File: src/rtl/lc3_pkg.sv
package lc3_pkg;

    localparam int          LC3_MEM_WORDS = 65536;
    localparam logic [15:0] FILL_WORD     = 16'h7777;
    localparam logic [15:0] START_RESET   = 16'h3000;
    localparam logic [2:0]  CC_NEG        = 3'b100;
    localparam logic [2:0]  CC_ZERO       = 3'b010;
    localparam logic [2:0]  CC_POS        = 3'b001;

    typedef enum logic [1:0] {
        ACT_WRITE = 2'd0,
        ACT_START = 2'd1,
        ACT_EXEC  = 2'd2,
        ACT_READ  = 2'd3
    } t_action;

    typedef enum logic [3:0] {
        OP_BR   = 4'd0,
        OP_ADD  = 4'd1,
        OP_LD   = 4'd2,
        OP_ST   = 4'd3,
        OP_JSR  = 4'd4,
        OP_AND  = 4'd5,
        OP_LDR  = 4'd6,
        OP_STR  = 4'd7,
        OP_RTI  = 4'd8,
        OP_NOT  = 4'd9,
        OP_LDI  = 4'd10,
        OP_STI  = 4'd11,
        OP_JMP  = 4'd12,
        OP_RES  = 4'd13,
        OP_LEA  = 4'd14,
        OP_TRAP = 4'd15
    } t_opcode;

    typedef enum logic [2:0] {
        ST_CLEAR,
        ST_IDLE,
        ST_RDREG,
        ST_FETCH,
        ST_REG1,
        ST_REG2,
        ST_MEM1,
        ST_MEM2
    } t_state;

    typedef struct packed {
        t_action     action;
        logic [15:0] address;
        logic [15:0] data;
        logic [2:0]  reg_select;
    } t_cmd;

    typedef struct packed {
        logic [15:0] pc;
        logic [15:0] ir;
        logic        halted;
        logic        wrote_reg;
        logic [2:0]  dest_reg;
        logic [15:0] reg_value;
        logic        wrote_mem;
        logic [15:0] mem_address;
        logic [15:0] mem_value;
        logic [2:0]  cond_nzp;
    } t_result;

    typedef struct packed {
        logic        we;
        logic [2:0]  waddr;
        logic [15:0] wdata;
        logic [2:0]  raddr;
    } t_rf_req;

    function automatic logic [15:0] sext5(input logic [4:0] v);
        return 16'($signed(v));
    endfunction

    function automatic logic [15:0] sext6(input logic [5:0] v);
        return 16'($signed(v));
    endfunction

    function automatic logic [15:0] sext9(input logic [8:0] v);
        return 16'($signed(v));
    endfunction

    function automatic logic [15:0] sext11(input logic [10:0] v);
        return 16'($signed(v));
    endfunction

    function automatic logic [2:0] nzp_of(input logic [15:0] v);
        logic [2:0] cc;
        if (v[15]) begin
            cc = CC_NEG;
        end else if (v != 16'h0000) begin
            cc = CC_POS;
        end else begin
            cc = CC_ZERO;
        end
        return cc;
    endfunction

endpackage

File: src/rtl/lc3_regfile.sv
module lc3_regfile (
    input  logic             i_clk,
    input  logic             i_rst_n,
    input  lc3_pkg::t_rf_req i_req,
    output logic [15:0]      o_rdata
);
    import lc3_pkg::*;

    logic [15:0] rf_mem [8];
    logic [7:0]  r_valid;
    logic [15:0] r_rdata;
    logic        r_rd_ok;

    always_ff @(posedge i_clk) begin
        if (i_req.we) begin
            rf_mem[i_req.waddr] <= i_req.wdata;
        end
        r_rdata <= rf_mem[i_req.raddr];
    end

    // a register never written since reset reads as the fill word
    always_ff @(posedge i_clk) begin
        if (!i_rst_n) begin
            r_valid <= '0;
            r_rd_ok <= 1'b0;
        end else begin
            if (i_req.we) begin
                r_valid[i_req.waddr] <= 1'b1;
            end
            r_rd_ok <= r_valid[i_req.raddr];
        end
    end

    assign o_rdata = r_rd_ok ? r_rdata : FILL_WORD;

endmodule

File: config.mk
export PLATFORM = sky130hd
export DESIGN_NAME = lc3_regfile
export DESIGN_NICKNAME = d
export VERILOG_FILES = /design/src/rtl/lc3_pkg.sv /design/src/rtl/lc3_regfile.sv
export SDC_FILE = /design/constraint.sdc
export NUM_CORES = 1
export LEC_CHECK = 0
export ABC_AREA = 1
export BUFFER_PORTS_ARGS = -buffer_cell sky130_fd_sc_hd__buf_2
export CORE_AREA = 5 5 103 114
export CTS_CLUSTER_SIZE = 25
export DETAILED_ROUTE_END_ITERATION = 10
export DIE_AREA = 0 0 108 119
export PLACE_DENSITY = 0.77
export SLEW_MARGIN = 30
export SYNTH_ARGS = -nofsm -noshare
export SYNTH_HDL_FRONTEND = slang
export SYNTH_SLANG_ARGS = --single-unit
File: constraint.sdc
create_clock -name i_clk -period 1.43 [get_ports i_clk]
set_input_delay 0.143 -clock i_clk [delete_from_list [all_inputs] [get_ports i_clk]]
set_output_delay 0.143 -clock i_clk [all_outputs]
set_load 0.02 [all_outputs]
==> run metrics <==
Root Buffer Master=clkbuf_16; Core Util, Final=69.0%; first-pass GRT wire length=20600 µm; drc violations=0; Leak=2.85 nW; CP Data Required Time=1.29 ns; cell count after synthesis=548; Vias=4051; detailed router's first-iteration violation count=330; GRT Overall Usage=21.4%; sequential area share after synthesis=between 70% and 80%; actual transition at the worst max-transition pin=0.307 ns; Non-Filler Instances=764; # IOs=41; Num CTS Buffers=17; nets@finish=around 630; CP Max Fanout=6; Crit Path Class=flop to primary output; H-tree depth=4; CP max stage cell=dfxtp_2; Fill cells=711; crit-path max cell delay=0.37 ns; placed cells=722; input/output buffers=40; outcome=finished, final reports clean; Worst EP arrival=around 1.2 ns; mapped cell area=5990 µm²; minimum clock period=between 1 and 1.5 ns; PD cells=roughly 1400 nW/µm²; CORE AREA=between 10000 and 15000 µm²; share of cells above drive strength 1=14.8%; setup_tns=0 ns; Tcrit/Tclk final=95.4%; YS warnings=0; clk buf depth=2; crit start category=flop; initial antenna violation count=0; worst skew pair latency=0.41 ns; Final Wtd Congestion=0.765; Unique masters post-synth=15; vias in the first global route=4122; DP Wirelength=about 7100 µm; CTS tree=yes; Pre-antenna DRT Iters=5; pin count of the biggest net entering global routing=37; design area=7140 µm²; register area=4350 µm²; Top delay family on crit path=flip-flops; worst clock skew=0.00551 ns; routed length per placed instance=16.7 µm; CP startpoint=r_rd_ok; area occupied by multi-input gates=1330 µm²; Max Slew Vio Count=0; Min-Delay Startpoint=i_req[15]; grt total ovfl=0; relative slew slack=approximately four fifths; Area after DPL=6480 µm²; CP cell instances=buf_4 > nand2_1 > inv_1 > buf_2; r2r startpoint=rf_mem[4][9]; critical path endpoint category=primary output; highest clock rate=around 0.73 GHz; Yosys reg bits=153; Ant. Diodes=0; # setup viols final=0; Area Growth Syn to Fin=19.1%; Synthesized Nets=between 500 and 600; routed wire length=between 10000 and 15000 µm; clk slew on worst S/H paths=0.06 ns; Worst Hold Class=input port to flop; Rows=39; height of the die=~120 µm; syn_area_per_cell=10.9 µm²; Reg2Reg Setup Slack=about 0.44 ns; Die Area=roughly 13000 µm²; unrepaired setup endpoints after global routing=no; Vias/cell=5.30; Fin. Hold Viols=0; VDD IR-drop max=0.827 mV; max cap viols=0; Detail Route Antenna Nets=0; Initial Util=57.9%; die width=108 µm; Clock Sinks=153; WP buf/inv=3
-- where the power goes --
group	internal [mW]	switching (mW)	total, mW	leakage, nW
Sequential	5.01	0.0503	5.06	1.37
Combinational	0.249	0.458	0.707	1.22
Clock	2.42	1.66	4.08	0.262
-- synth_stat cells (all sizes together) --
library cell | n | area (µm²)
clkbuf | 8 | 32.5
edfxtp | 128 | 3840
nand3 | 5 | 25.0
nor2 | 136 | 510
nand2 | 116 | 435
buf | 19 | 141
inv | 40 | 150
dfxtp | 25 | 500
o21ai | 64 | 320
a21oi | 7 | 35.0
-- area by class of cell --
type                    count  area share [%]
clock buffers              20            6.26
well taps                 143            2.51
clock inverters            12            1.44
multi-input cells         328            18.6
repair buffers             68            8.22
inverters                  40            2.10
flip-flops and latches    153            60.9
-- final timing paths --
path	to	cells past startpoint
max	o_rdata[11]	4
max reg2reg	r_rdata[9]	6
min reg2reg	r_valid[6]	2
min	rf_mem[0][12]	1
-- metrics by stage --
| stage | total power [mW] | hold WS (ns) | worst slack (ns) |
|---|---|---|---|
| 6_report | 9.85 | 0.0106 | 0.0659 |
| 4_1_cts | 9.90 | 0.00213 | 0.0295 |
| 2_1_floorplan | 5.56 | 0.242 | 0.0988 |
| 5_1_grt | 10.2 | 0.00331 | 0.0177 |
| 3_5_place_dp | 5.82 | 0.415 | 0.134 |
| 3_3_place_gp | 5.79 | 0.410 | 0.260 |
-- what timing repair did --
action	CTS	global route
setup buffers	0	0
hold buffers	9	0
gates resized for setup	1	2
cloned	0	1
endpoints found under the hold margin	59	0
setup endpoints to repair	1	2
pin swaps	0	0
-- state kept, by name, summed over array words and instances, names as in the netlist --
register  cells
r_valid       8
rf_mem      128
r_rd_ok       1
r_rdata      16
-- cells by family (layout without fill, tap and decap cells) --
kind of cell	Yosys count	after routing	synth area share [%]
AND/OR/NAND/NOR	257	257	16.2
flip-flops	153	153	72.5
AO/OA/AOI/OAI	71	71	5.93
buffers and inverters	67	140	5.41
-- metal layers --
layer | wire (µm) | vias to the layer above | track usage, %
li1 | - | 1924 | -
met1 | 4830 | 1899 | 24.8
met2 | 6700 | 200 | 36.8
met3 | 965 | 28 | 5.79
met4 | 264 | 0 | 9.47
met5 | 0 | - | 0
-- cell usage in the layout, fill, tap and decap left out --
cell type	n
o21ai_0	32
dfxtp_1	24
buf_2	40
bufinv_16	1
buf_12	12
nor2_1	136
buf_6	1
dfxtp_2	1
clkbuf_4	1
clkinv_2	5
nand2_1	116
dlygate4sd3_1	9
nand3_1	5
clkbuf_1	2
buf_4	5
inv_2	2
o21ai_1	32
edfxtp_1	128
a21oi_1	7
clkbuf_16	17
clkinvlp_4	4
clkinv_4	2
clkbuf_8	1
inv_1	38
-- worst reg2reg max path: stages (launching register included) --
cell      delay (ns)
edfxtp_1        0.37
nor2_1          0.15
nor2_1          0.06
o21ai_0         0.07
nand2_1         0.09
nand2_1         0.06
nand2_1         0.07
Note: power is estimated with default switching activity, not from simulation.
